[config.mk]
export PLATFORM = sky130hd
export DESIGN_NAME = ordered_list_manager_core_flat
export DESIGN_NICKNAME = d
export VERILOG_FILES = /design/src/olm_pkg.sv /design/src/olm_in_if.sv /design/src/olm_out_if.sv /design/src/olm_datapath.sv /design/src/olm_ctrl.sv /design/src/ordered_list_manager_core.sv /design/src/flat_wrapper.sv
export SDC_FILE = /design/constraint.sdc
export NUM_CORES = 2
export LEC_CHECK = 0
export BUFFER_PORTS_ARGS = -buffer_cell sky130_fd_sc_hd__buf_2
export CAP_MARGIN = 0
export CORE_ASPECT_RATIO = 1.4
export CORE_MARGIN = 4
export CORE_UTILIZATION = 60
export CTS_BUF_LIST = sky130_fd_sc_hd__clkbuf_4
export DETAILED_ROUTE_END_ITERATION = 8
export PLACE_DENSITY = 0.76
export SLEW_MARGIN = 10
export SYNTH_ARGS = -nofsm -noshare
export SYNTH_HDL_FRONTEND = slang
export SYNTH_SLANG_ARGS = --single-unit
[constraint.sdc]
create_clock -name clk -period 10.9 [get_ports clk]
set_input_delay 0.545 -clock clk [delete_from_list [all_inputs] [get_ports clk]]
set_output_delay 0.545 -clock clk [all_outputs]
set_load 0.02 [all_outputs]
[src/olm_pkg.sv]
// olm_pkg: types, codes and widths shared by the ordered list manager
// no dependencies
`timescale 1ns / 1ps

package olm_pkg;

  localparam int CAPACITY_DEF = 64;
  localparam int CMD_W        = 3;
  localparam int VAL_W        = 32;
  localparam int POS_W        = 16;
  localparam int ST_W         = 3;
  localparam int FPOS_W       = 7;

  typedef enum logic [CMD_W-1:0] {
    CMD_LIST     = 3'd0,
    CMD_INS_HEAD = 3'd1,
    CMD_INS_TAIL = 3'd2,
    CMD_INS_POS  = 3'd3,
    CMD_DEL_HEAD = 3'd4,
    CMD_DEL_TAIL = 3'd5,
    CMD_DEL_VAL  = 3'd6,
    CMD_SEARCH   = 3'd7
  } cmd_t;

  typedef enum logic [ST_W-1:0] {
    ST_OK       = 3'd0,
    ST_EMPTY    = 3'd1,
    ST_NOTFOUND = 3'd2,
    ST_BADPOS   = 3'd3,
    ST_FULL     = 3'd4
  } status_t;

  typedef enum logic [4:0] {
    DP_IDLE       = 5'd0,
    DP_LOAD       = 5'd1,
    DP_START_WALK = 5'd2,
    DP_WALK_RD    = 5'd3,
    DP_WALK_ADV   = 5'd4,
    DP_WALK_END   = 5'd5,
    DP_RD_FREE    = 5'd6,
    DP_INS_TAKE   = 5'd7,
    DP_RD_PREV    = 5'd8,
    DP_INS_LINK   = 5'd9,
    DP_INS_PREV   = 5'd10,
    DP_DEL_NODE   = 5'd11,
    DP_RD_NODE    = 5'd12,
    DP_DEL_UNLINK = 5'd13,
    DP_DEL_FREE   = 5'd14,
    DP_FIND_START = 5'd15,
    DP_RD_CUR     = 5'd16,
    DP_FIND_ADV   = 5'd17,
    DP_FIND_HIT   = 5'd18,
    DP_LIST_OUT   = 5'd19,
    DP_RESULT     = 5'd20
  } dp_op_t;

  typedef struct packed {
    dp_op_t  op;
    status_t status;
    logic    use_pos;
  } ctrl_cmd_t;

  typedef struct packed {
    cmd_t cmd;
    logic empty;
    logic full;
    logic pos_bad;
    logic at_head;
    logic rem_zero;
    logic match;
    logic at_end;
    logic out_busy;
  } dp_stat_t;

endpackage

[src/olm_in_if.sv]
// olm_in_if: command channel, valid/ready with command payload
// depends on olm_pkg
`timescale 1ns / 1ps

interface olm_in_if;
  logic                                valid;
  logic                                ready;
  logic [olm_pkg::CMD_W-1:0]           command;
  logic signed [olm_pkg::VAL_W-1:0]    value;
  logic [olm_pkg::POS_W-1:0]           position;

  modport source (output valid, command, value, position, input ready);
  modport sink (input valid, command, value, position, output ready);
endinterface

[src/olm_out_if.sv]
// olm_out_if: result channel, valid/ready with result payload
// depends on olm_pkg
`timescale 1ns / 1ps

interface olm_out_if;
  logic                                valid;
  logic                                ready;
  logic [olm_pkg::ST_W-1:0]            status;
  logic signed [olm_pkg::VAL_W-1:0]    data;
  logic [olm_pkg::FPOS_W-1:0]          found_position;
  logic                                last;

  modport source (output valid, status, data, found_position, last, input ready);
  modport sink (input valid, status, data, found_position, last, output ready);
endinterface

[src/olm_datapath.sv]
// olm_datapath: node stores, list pointers, walk registers and result register
// depends on olm_pkg and olm_out_if
`timescale 1ns / 1ps

module olm_datapath #(
  parameter int CAPACITY = olm_pkg::CAPACITY_DEF
) (
  input  logic                             clk,
  input  logic                             rst,
  input  olm_pkg::ctrl_cmd_t               ctrl,
  output olm_pkg::dp_stat_t                stat,
  input  logic [olm_pkg::CMD_W-1:0]        command,
  input  logic signed [olm_pkg::VAL_W-1:0] value,
  input  logic [olm_pkg::POS_W-1:0]        position,
  olm_out_if.source                        out_ch
);

  localparam int IW = (CAPACITY > 1) ? $clog2(CAPACITY) : 1;
  localparam int PW = $clog2(CAPACITY + 1);
  localparam logic [PW-1:0] NULL_IDX = PW'(CAPACITY);

  logic [PW-1:0]                  link_mem [CAPACITY];
  logic [CAPACITY-1:0]            link_vld;
  logic [olm_pkg::VAL_W-1:0]      value_mem [CAPACITY];

  olm_pkg::cmd_t                  cmd_r;
  logic [olm_pkg::VAL_W-1:0]      val_r;
  logic [olm_pkg::POS_W-1:0]      pos_r;
  logic [PW-1:0]                  head;
  logic [PW-1:0]                  free_h;
  logic [PW-1:0]                  count;
  logic [PW-1:0]                  cur;
  logic [PW-1:0]                  prev;
  logic [PW-1:0]                  node;
  logic [PW-1:0]                  rem;
  logic [PW-1:0]                  k;
  logic [PW-1:0]                  lnk_q;
  logic [olm_pkg::VAL_W-1:0]      val_q;

  logic                           out_valid;
  olm_pkg::status_t               out_status;
  logic [olm_pkg::VAL_W-1:0]      out_data;
  logic [olm_pkg::FPOS_W-1:0]     out_fpos;
  logic                           out_last;

  logic                           rd_en;
  logic [PW-1:0]                  rd_addr;
  logic                           lk_we;
  logic [PW-1:0]                  lk_wa;
  logic [PW-1:0]                  lk_wd;
  logic [PW-1:0]                  p_eff;
  logic [IW-1:0]                  ra;
  logic [IW-1:0]                  wa;

  // effective position for positional work
  always_comb begin
    unique case (cmd_r)
      olm_pkg::CMD_INS_TAIL: p_eff = count + PW'(1);
      olm_pkg::CMD_INS_POS:  p_eff = pos_r[PW-1:0];
      olm_pkg::CMD_DEL_TAIL: p_eff = count;
      default:               p_eff = PW'(1);
    endcase
  end

  always_comb begin
    stat.cmd      = cmd_r;
    stat.empty    = (count == '0);
    stat.full     = (count == NULL_IDX);
    stat.pos_bad  = (pos_r == '0) ||
                    ({1'b0, pos_r} > ((olm_pkg::POS_W+1)'(count) + 17'd1));
    stat.at_head  = (p_eff == PW'(1));
    stat.rem_zero = (rem == '0);
    stat.match    = (val_q == val_r);
    stat.at_end   = (k == count);
    stat.out_busy = out_valid;
  end

  // memory port selection
  always_comb begin
    rd_en   = 1'b1;
    rd_addr = cur;
    lk_we   = 1'b0;
    lk_wa   = node;
    lk_wd   = free_h;
    unique case (ctrl.op)
      olm_pkg::DP_WALK_RD, olm_pkg::DP_RD_CUR: rd_addr = cur;
      olm_pkg::DP_RD_FREE: rd_addr = free_h;
      olm_pkg::DP_RD_PREV: rd_addr = prev;
      olm_pkg::DP_RD_NODE: rd_addr = node;
      default:             rd_en   = 1'b0;
    endcase
    unique case (ctrl.op)
      olm_pkg::DP_INS_TAKE: begin
        lk_we = (prev == NULL_IDX);
        lk_wa = free_h;
        lk_wd = head;
      end
      olm_pkg::DP_INS_LINK: begin
        lk_we = 1'b1;
        lk_wa = node;
        lk_wd = lnk_q;
      end
      olm_pkg::DP_INS_PREV: begin
        lk_we = 1'b1;
        lk_wa = prev;
        lk_wd = node;
      end
      olm_pkg::DP_DEL_UNLINK: begin
        lk_we = (prev != NULL_IDX);
        lk_wa = prev;
        lk_wd = lnk_q;
      end
      olm_pkg::DP_DEL_FREE: begin
        lk_we = 1'b1;
        lk_wa = node;
        lk_wd = free_h;
      end
      default: lk_we = 1'b0;
    endcase
  end

  assign ra = rd_addr[IW-1:0];
  assign wa = lk_wa[IW-1:0];

  // node stores, registered read
  always_ff @(posedge clk) begin
    if (rd_en) begin
      lnk_q <= link_vld[ra] ? link_mem[ra] : (PW'(ra) + PW'(1));
      val_q <= value_mem[ra];
    end
    if (lk_we) begin
      link_mem[wa] <= lk_wd;
    end
    if (ctrl.op == olm_pkg::DP_INS_TAKE) begin
      value_mem[free_h[IW-1:0]] <= val_r;
    end
  end

  always_ff @(posedge clk) begin
    if (rst) begin
      link_vld <= '0;
    end else if (lk_we) begin
      link_vld[wa] <= 1'b1;
    end
  end

  // list pointers and count
  always_ff @(posedge clk) begin
    if (rst) begin
      head   <= NULL_IDX;
      free_h <= '0;
      count  <= '0;
    end else begin
      unique case (ctrl.op)
        olm_pkg::DP_INS_TAKE: begin
          free_h <= lnk_q;
          if (prev == NULL_IDX) begin
            head  <= free_h;
            count <= count + PW'(1);
          end
        end
        olm_pkg::DP_INS_PREV: count <= count + PW'(1);
        olm_pkg::DP_DEL_UNLINK: begin
          if (prev == NULL_IDX) begin
            head <= lnk_q;
          end
        end
        olm_pkg::DP_DEL_FREE: begin
          free_h <= node;
          count  <= count - PW'(1);
        end
        default: ;
      endcase
    end
  end

  // walk registers
  always_ff @(posedge clk) begin
    unique case (ctrl.op)
      olm_pkg::DP_LOAD: begin
        cmd_r <= olm_pkg::cmd_t'(command);
        val_r <= value;
        pos_r <= position;
      end
      olm_pkg::DP_START_WALK: begin
        cur  <= head;
        node <= head;
        prev <= NULL_IDX;
        rem  <= p_eff - PW'(2);
      end
      olm_pkg::DP_WALK_ADV: begin
        cur <= lnk_q;
        rem <= rem - PW'(1);
      end
      olm_pkg::DP_WALK_END: prev <= cur;
      olm_pkg::DP_INS_TAKE: node <= free_h;
      olm_pkg::DP_DEL_NODE: node <= lnk_q;
      olm_pkg::DP_FIND_START: begin
        cur  <= head;
        prev <= NULL_IDX;
        k    <= PW'(1);
      end
      olm_pkg::DP_FIND_ADV: begin
        prev <= cur;
        cur  <= lnk_q;
        k    <= k + PW'(1);
      end
      olm_pkg::DP_FIND_HIT: node <= cur;
      default: ;
    endcase
  end

  // result register
  always_ff @(posedge clk) begin
    if (rst) begin
      out_valid <= 1'b0;
    end else if (ctrl.op == olm_pkg::DP_LIST_OUT || ctrl.op == olm_pkg::DP_RESULT) begin
      out_valid <= 1'b1;
    end else if (out_ch.ready) begin
      out_valid <= 1'b0;
    end
  end

  always_ff @(posedge clk) begin
    if (ctrl.op == olm_pkg::DP_LIST_OUT) begin
      out_status <= olm_pkg::ST_OK;
      out_data   <= val_q;
      out_fpos   <= '0;
      out_last   <= (k == count);
    end else if (ctrl.op == olm_pkg::DP_RESULT) begin
      out_status <= ctrl.status;
      out_data   <= '0;
      out_fpos   <= ctrl.use_pos ? olm_pkg::FPOS_W'(k) : '0;
      out_last   <= 1'b1;
    end
  end

  assign out_ch.valid          = out_valid;
  assign out_ch.status         = out_status;
  assign out_ch.data           = out_data;
  assign out_ch.found_position = out_fpos;
  assign out_ch.last           = out_last;

endmodule

[src/olm_ctrl.sv]
// olm_ctrl: command sequencer for the ordered list manager
// depends on olm_pkg
`timescale 1ns / 1ps

module olm_ctrl (
  input  logic                clk,
  input  logic                rst,
  input  logic                in_valid,
  output logic                in_ready,
  input  olm_pkg::dp_stat_t   stat,
  output olm_pkg::ctrl_cmd_t  ctrl
);

  typedef enum logic [19:0] {
    S_IDLE       = 20'h00001,
    S_DECODE     = 20'h00002,
    S_WALK       = 20'h00004,
    S_WALK_WAIT  = 20'h00008,
    S_INS_RD     = 20'h00010,
    S_INS_TAKE   = 20'h00020,
    S_INS_RDP    = 20'h00040,
    S_INS_LINK   = 20'h00080,
    S_INS_PREV   = 20'h00100,
    S_DEL_RDP    = 20'h00200,
    S_DEL_NODE   = 20'h00400,
    S_DEL_RDN    = 20'h00800,
    S_DEL_UNLINK = 20'h01000,
    S_DEL_FREE   = 20'h02000,
    S_FIND_RD    = 20'h04000,
    S_FIND_CMP   = 20'h08000,
    S_LIST_RD    = 20'h10000,
    S_LIST_OUT   = 20'h20000,
    S_LIST_WAIT  = 20'h40000,
    S_RESP       = 20'h80000
  } state_t;

  state_t state;
  state_t state_next;
  logic   is_ins;
  logic   s_ok_pending;
  logic   s_ok_pending_next;

  assign is_ins = (stat.cmd == olm_pkg::CMD_INS_HEAD) ||
                  (stat.cmd == olm_pkg::CMD_INS_TAIL) ||
                  (stat.cmd == olm_pkg::CMD_INS_POS);

  assign in_ready = (state == S_IDLE);

  always_ff @(posedge clk) begin
    if (rst) begin
      state        <= S_IDLE;
      s_ok_pending <= 1'b0;
    end else begin
      state        <= state_next;
      s_ok_pending <= s_ok_pending_next;
    end
  end

  // ok result after a completed change goes out from the response state
  always_comb begin
    state_next        = state;
    s_ok_pending_next = 1'b0;
    ctrl.op           = olm_pkg::DP_IDLE;
    ctrl.status       = olm_pkg::ST_OK;
    ctrl.use_pos      = 1'b0;
    unique case (state)
      S_IDLE: begin
        if (in_valid) begin
          ctrl.op    = olm_pkg::DP_LOAD;
          state_next = S_DECODE;
        end
      end
      S_DECODE: begin
        unique case (stat.cmd)
          olm_pkg::CMD_LIST: begin
            if (stat.empty) begin
              ctrl.op     = olm_pkg::DP_RESULT;
              ctrl.status = olm_pkg::ST_EMPTY;
              state_next  = S_RESP;
            end else begin
              ctrl.op    = olm_pkg::DP_FIND_START;
              state_next = S_LIST_RD;
            end
          end
          olm_pkg::CMD_INS_HEAD, olm_pkg::CMD_INS_TAIL, olm_pkg::CMD_INS_POS: begin
            if (stat.full) begin
              ctrl.op     = olm_pkg::DP_RESULT;
              ctrl.status = olm_pkg::ST_FULL;
              state_next  = S_RESP;
            end else if (stat.cmd == olm_pkg::CMD_INS_POS && stat.pos_bad) begin
              ctrl.op     = olm_pkg::DP_RESULT;
              ctrl.status = olm_pkg::ST_BADPOS;
              state_next  = S_RESP;
            end else begin
              ctrl.op    = olm_pkg::DP_START_WALK;
              state_next = stat.at_head ? S_INS_RD : S_WALK;
            end
          end
          olm_pkg::CMD_DEL_HEAD, olm_pkg::CMD_DEL_TAIL: begin
            if (stat.empty) begin
              ctrl.op     = olm_pkg::DP_RESULT;
              ctrl.status = olm_pkg::ST_EMPTY;
              state_next  = S_RESP;
            end else begin
              ctrl.op    = olm_pkg::DP_START_WALK;
              state_next = stat.at_head ? S_DEL_RDN : S_WALK;
            end
          end
          default: begin
            if (stat.empty) begin
              ctrl.op     = olm_pkg::DP_RESULT;
              ctrl.status = olm_pkg::ST_EMPTY;
              state_next  = S_RESP;
            end else begin
              ctrl.op    = olm_pkg::DP_FIND_START;
              state_next = S_FIND_RD;
            end
          end
        endcase
      end
      S_WALK: begin
        if (stat.rem_zero) begin
          ctrl.op    = olm_pkg::DP_WALK_END;
          state_next = is_ins ? S_INS_RD : S_DEL_RDP;
        end else begin
          ctrl.op    = olm_pkg::DP_WALK_RD;
          state_next = S_WALK_WAIT;
        end
      end
      S_WALK_WAIT: begin
        ctrl.op    = olm_pkg::DP_WALK_ADV;
        state_next = S_WALK;
      end
      S_INS_RD: begin
        ctrl.op    = olm_pkg::DP_RD_FREE;
        state_next = S_INS_TAKE;
      end
      S_INS_TAKE: begin
        ctrl.op = olm_pkg::DP_INS_TAKE;
        if (stat.at_head) begin
          s_ok_pending_next = 1'b1;
          state_next        = S_RESP;
        end else begin
          state_next = S_INS_RDP;
        end
      end
      S_INS_RDP: begin
        ctrl.op    = olm_pkg::DP_RD_PREV;
        state_next = S_INS_LINK;
      end
      S_INS_LINK: begin
        ctrl.op    = olm_pkg::DP_INS_LINK;
        state_next = S_INS_PREV;
      end
      S_INS_PREV: begin
        ctrl.op           = olm_pkg::DP_INS_PREV;
        s_ok_pending_next = 1'b1;
        state_next        = S_RESP;
      end
      S_DEL_RDP: begin
        ctrl.op    = olm_pkg::DP_RD_PREV;
        state_next = S_DEL_NODE;
      end
      S_DEL_NODE: begin
        ctrl.op    = olm_pkg::DP_DEL_NODE;
        state_next = S_DEL_RDN;
      end
      S_DEL_RDN: begin
        ctrl.op    = olm_pkg::DP_RD_NODE;
        state_next = S_DEL_UNLINK;
      end
      S_DEL_UNLINK: begin
        ctrl.op    = olm_pkg::DP_DEL_UNLINK;
        state_next = S_DEL_FREE;
      end
      S_DEL_FREE: begin
        ctrl.op           = olm_pkg::DP_DEL_FREE;
        s_ok_pending_next = 1'b1;
        state_next        = S_RESP;
      end
      S_FIND_RD: begin
        ctrl.op    = olm_pkg::DP_RD_CUR;
        state_next = S_FIND_CMP;
      end
      S_FIND_CMP: begin
        if (stat.match) begin
          if (stat.cmd == olm_pkg::CMD_SEARCH) begin
            ctrl.op      = olm_pkg::DP_RESULT;
            ctrl.use_pos = 1'b1;
            state_next   = S_RESP;
          end else begin
            ctrl.op    = olm_pkg::DP_FIND_HIT;
            state_next = S_DEL_RDN;
          end
        end else if (stat.at_end) begin
          ctrl.op     = olm_pkg::DP_RESULT;
          ctrl.status = olm_pkg::ST_NOTFOUND;
          state_next  = S_RESP;
        end else begin
          ctrl.op    = olm_pkg::DP_FIND_ADV;
          state_next = S_FIND_RD;
        end
      end
      S_LIST_RD: begin
        ctrl.op    = olm_pkg::DP_RD_CUR;
        state_next = S_LIST_OUT;
      end
      S_LIST_OUT: begin
        ctrl.op    = olm_pkg::DP_LIST_OUT;
        state_next = S_LIST_WAIT;
      end
      S_LIST_WAIT: begin
        if (!stat.out_busy) begin
          if (stat.at_end) begin
            state_next = S_IDLE;
          end else begin
            ctrl.op    = olm_pkg::DP_FIND_ADV;
            state_next = S_LIST_RD;
          end
        end
      end
      S_RESP: begin
        if (s_ok_pending) begin
          ctrl.op = olm_pkg::DP_RESULT;
        end else if (!stat.out_busy) begin
          state_next = S_IDLE;
        end
      end
      default: state_next = S_IDLE;
    endcase
  end

endmodule

[src/ordered_list_manager_core.sv]
// ordered_list_manager_core: linked list of signed values over a node store
// a rejected command gets its result straight from the decode state, with no walk
// one command at a time: a new command is taken only in idle, after its last result is accepted
// a list command gives one result transfer per entry
// synchronous reset empties the list and rebuilds the free chain at once
// depends on olm_pkg, olm_in_if, olm_out_if, olm_ctrl, olm_datapath
`timescale 1ns / 1ps

module ordered_list_manager_core #(
  parameter int CAPACITY = olm_pkg::CAPACITY_DEF
) (
  input  logic      clk,
  input  logic      rst,
  olm_in_if.sink    in_ch,
  olm_out_if.source out_ch
);

  olm_pkg::ctrl_cmd_t ctrl;
  olm_pkg::dp_stat_t  stat;
  logic               in_ready;

  assign in_ch.ready = in_ready;

  olm_ctrl u_ctrl (
    .clk      (clk),
    .rst      (rst),
    .in_valid (in_ch.valid),
    .in_ready (in_ready),
    .stat     (stat),
    .ctrl     (ctrl)
  );

  olm_datapath #(
    .CAPACITY (CAPACITY)
  ) u_datapath (
    .clk      (clk),
    .rst      (rst),
    .ctrl     (ctrl),
    .stat     (stat),
    .command  (in_ch.command),
    .value    (in_ch.value),
    .position (in_ch.position),
    .out_ch   (out_ch)
  );

endmodule

[src/flat_wrapper.sv]
// flat-port wrapper written by rule: the top's interface ports become plain ports
module ordered_list_manager_core_flat 
#(
  parameter int CAPACITY = olm_pkg::CAPACITY_DEF
)
  (clk, rst, in_ch_valid, in_ch_command, in_ch_value, in_ch_position, in_ch_ready, out_ch_valid, out_ch_status, out_ch_data, out_ch_found_position, out_ch_last, out_ch_ready);
  olm_in_if in_ch_i ();
  olm_out_if out_ch_i ();
  input  logic clk;
  input  logic rst;
  input wire logic [$bits(in_ch_i.valid)-1:0] in_ch_valid;
  input wire logic [$bits(in_ch_i.command)-1:0] in_ch_command;
  input wire logic [$bits(in_ch_i.value)-1:0] in_ch_value;
  input wire logic [$bits(in_ch_i.position)-1:0] in_ch_position;
  output wire logic [$bits(in_ch_i.ready)-1:0] in_ch_ready;
  output wire logic [$bits(out_ch_i.valid)-1:0] out_ch_valid;
  output wire logic [$bits(out_ch_i.status)-1:0] out_ch_status;
  output wire logic [$bits(out_ch_i.data)-1:0] out_ch_data;
  output wire logic [$bits(out_ch_i.found_position)-1:0] out_ch_found_position;
  output wire logic [$bits(out_ch_i.last)-1:0] out_ch_last;
  input wire logic [$bits(out_ch_i.ready)-1:0] out_ch_ready;
  assign in_ch_i.valid = in_ch_valid;
  assign in_ch_i.command = in_ch_command;
  assign in_ch_i.value = in_ch_value;
  assign in_ch_i.position = in_ch_position;
  assign in_ch_ready = in_ch_i.ready;
  assign out_ch_valid = out_ch_i.valid;
  assign out_ch_status = out_ch_i.status;
  assign out_ch_data = out_ch_i.data;
  assign out_ch_found_position = out_ch_i.found_position;
  assign out_ch_last = out_ch_i.last;
  assign out_ch_i.ready = out_ch_ready;
  ordered_list_manager_core #(.CAPACITY(CAPACITY)) u_core (.clk(clk), .rst(rst), .in_ch(in_ch_i), .out_ch(out_ch_i));
endmodule
==> results.json <==
{
  "drt_iter0_drc": 12100,
  "portBuffers": 99,
  "drc_errors": 0,
  "fin_crit_sh_pct": 81.2,
  "crit_family": "compound AO/OA/AOI/OAI gates",
  "whs_ps": 205,
  "cts_buffers": 654,
  "cp_max_fo": 166,
  "core-area_sq_mm": 0.186,
  "area_delta_synth_final_pct": 11.2,
  "synth_top_family_by_area": "simple AND/OR/NAND/NOR gates",
  "clkTransAtPathRegs_ps": 100,
  "synth_fa_ha_area_share_pct": 0.134,
  "critPathArrivalTime_ps": 10050,
  "synth_warnings": 0,
  "fin_nets": 9049,
  "gp_congestion": 0.965,
  "synth-xor-area-share_pct": 0.544,
  "grt_pass1_wl_mm": 494,
  "synth_edf_count": 2654,
  "cp-start-kind": "flip-flop",
  "drt-total-wl_mm": 343,
  "power_mw": 20.3,
  "synth_compound_area_share_pct": 8.63,
  "yosysMostFrequentCell": "edfxtp_1",
  "cts_setup_buffers": 0,
  "yosysTopAreaCellShare_pct": 71.1,
  "io_pins": 100,
  "die_w_um": 373,
  "synth_common_cells": "edfxtp_1, nand2_1, nand3_1",
  "dpl_cell_area_sq_mm": 0.116,
  "rows": 187,
  "htreeDepth": 6,
  "synth_top_area_cell": "edfxtp_1",
  "synth_seq_cells": 2771,
  "async_reset_ff_share_pct": 0,
  "avgSynthCellArea_sq_um": 13.2,
  "p_leak_nw": 42.8,
  "dieArea_sq_mm": 0.194,
  "rsz0062_at_grt": "false",
  "setup_tns_ps": 0,
  "hpwl_mm": 187,
  "setup_ws_ps": 2050,
  "synth-simple-area-share_pct": 13.8,
  "cts_tree": "built",
  "die_h_um": 519,
  "ys_types": 90,
  "peakVddDrop_mv": 0.0972,
  "clock_path_buffers": 4,
  "synthCells": 8514,
  "status": "finished, violations left",
  "maxCapViolCount": 0,
  "drive_gt1_share_pct": 15.1,
  "cp_num_buf_inv": 4,
  "path_cells": "buf_4, xor2_1, nor4_2, nand2_1, or2_2, o311a_2, a21oi_4, nor2_4, inv_8, buf_12, buf_12, a211oi_1, a311oi_1, a31oi_1, a21oi_1, nand2_1, o21ai_0",
  "endpoint_kind": "flip-flop",
  "critical_path_class": "flip-flop to flip-flop",
  "grt_pass1_vias": 76800,
  "antenna_found_initial": 17,
  "cts.sinks": 2771,
  "dpl_worst_slack_ps": 2620,
  "post_drt_via_cell_ratio": 6.66,
  "synth_nets": 8581,
  "power_density_mw_per_mm2": 163,
  "overflow": 0,
  "num_vias": 79200,
  "fmax_ghz": 0.113,
  "setup_viol": 0,
  "clock_latency_ps": 1440,
  "slowest_stage": "a21oi_1",
  "slew_headroom_pct": -3.45,
  "finalCriticalPeriod_ps": 8850,
  "violations": "max-slew violations",
  "netlist_area_sq_mm": 0.112,
  "start_util_pct": 60.4,
  "synth.area.top_cells": "edfxtp_1, nand2_1, nand3_1",
  "ant_nets": 0,
  "final_area_sq_mm": 0.125,
  "synth.mux.area_fraction_pct": 1.37,
  "min_path_type": "input port to flip-flop",
  "ys.flop_type": "edfxtp_1",
  "hold_violations": 0,
  "detail_route.wl_per_cell_um": 28.8,
  "drt_first_pass_iters": 7,
  "slew_violations": 1,
  "crit_required_ps": 12100,
  "clockRootBuffer": "clkbuf_4",
  "ys_seq_area_share_pct": 73.2,
  "finClkSkew_ps": 105,
  "worst_slew_pin_slew_ps": 1550,
  "track_usage_pct": 34.4,
  "n_fill_cell": 12700,
  "grt_max_degree": 175,
  "slowest_delay_ps": 950
}
## final timing paths
check / startpoint / cells past startpoint / slack, ps / end
setup / recovery: u_core.u_datapath.val_r[10]$_DFFE_PN_ / 17 / 2050 / u_core.u_datapath.val_q[3]$_DFFE_PP_
hold reg to reg: u_core.u_datapath.link_vld[58]$_SDFFE_PP0P_ / 2 / 470 / u_core.u_datapath.link_vld[58]$_SDFFE_PP0P_
setup reg to reg: u_core.u_datapath.val_r[10]$_DFFE_PN_ / 17 / 2050 / u_core.u_datapath.val_q[3]$_DFFE_PP_
hold / removal: in_ch_valid / 5 / 200 / u_core.u_ctrl.state[18]$_SDFFE_PP0P_
## layer usage
metal / track usage (%) / vias to the layer above / wire, um
li1: - / 33500 / -
met1: 41.0 / 38200 / 110000
met2: 54.0 / 6309 / 160000
met3: 8.99 / 1281 / 43000
met4: 26.1 / 4 / 29300
met5: 0 / - / 24
## layout by cell type (no fill, tap or decap), types with 70 or more instances in the layout
cell type	count
edfxtp_1	2654
nand2_1	2022
clkbuf_4	926
nand3_1	658
a211oi_1	272
a21oi_1	253
and3_1	231
a311oi_1	231
a31oi_1	210
nor2_1	207
buf_4	186
mux2i_1	134
clkinv_1	132
dfxtp_1	117
dlygate4sd3_1	109
nor3_1	104
buf_2	98
o21ai_0	90
a32oi_1	78
a22oi_1	72
nor2_4	70
## kinds of logic (layout without fill, tap and decap cells)
| family | Yosys count | count (layout) |
|---|---|---|
| DFF | 2771 | 2771 |
| adders and majority gates | 12 | 12 |
| xor gates and xnor gates | 68 | 68 |
| AOI/OAI and AO/OA | 1379 | 1379 |
| buffers and inverters | 626 | 1547 |
| other | 0 | 14 |
| and+or+nand+nor | 3507 | 3507 |
| muxes | 151 | 151 |
## area by class of cell
cell class | count | area (sq um) | share of cell area, %
sequential | 2771 | 82000 | 65.8
antenna | 14 | 35.0 | 0.0281
clock buffer | 926 | 6950 | 5.58
inverter | 25 | 109 | 0.0873
timing repair buffer | 413 | 3360 | 2.70
multi-input combinational | 5117 | 28100 | 22.6
tap | 2457 | 3070 | 2.47
clock inverter | 183 | 956 | 0.767
## metrics by stage
stage | std cells | utilization [%]
after CTS | 11900 | 67.1
after floorplan | 8514 | -
after global placement | 10700 | 62.2
after global routing | 11900 | 67.2
final | 11900 | 67.2
after detailed placement | 10700 | 62.3
## worst min-delay path: cells and delay by family
family,cells,cell delay [ps]
simple gates,1,50
compound gates,2,320
buf+inv,2,630
## registers in the layout, summed over array words and instances, names as in the netlist, 7 cells and up
name,count
u_core.u_datapath.free_h,7
u_core.u_datapath.head,7
u_core.u_datapath.value_mem,2048
u_core.u_ctrl.state,20
u_core.u_datapath.link_vld,64
u_core.u_datapath.val_r,32
u_core.u_datapath.link_mem,448
u_core.u_datapath.k,7
u_core.u_datapath.pos_r,16
u_core.u_datapath.out_ch.found_position,7
u_core.u_datapath.lnk_q,7
u_core.u_datapath.val_q,32
u_core.u_datapath.count,7
u_core.u_datapath.rem,7
u_core.u_datapath.cur,7
u_core.u_datapath.node,7
u_core.u_datapath.out_ch.data,32
u_core.u_datapath.prev,7
## power by group
group	switching [mW]	internal (mW)
Sequential	0.0257	11.7
Clock	3.97	4.12
Combinational	0.413	0.111
## timing repair
| action | 4_1_cts | 5_1_grt |
|---|---|---|
| hold endpoints to repair | 173 | 0 |
| resized for setup | 0 | 0 |
| hold buffers | 109 | 0 |
(Power assumes the default switching activity.)
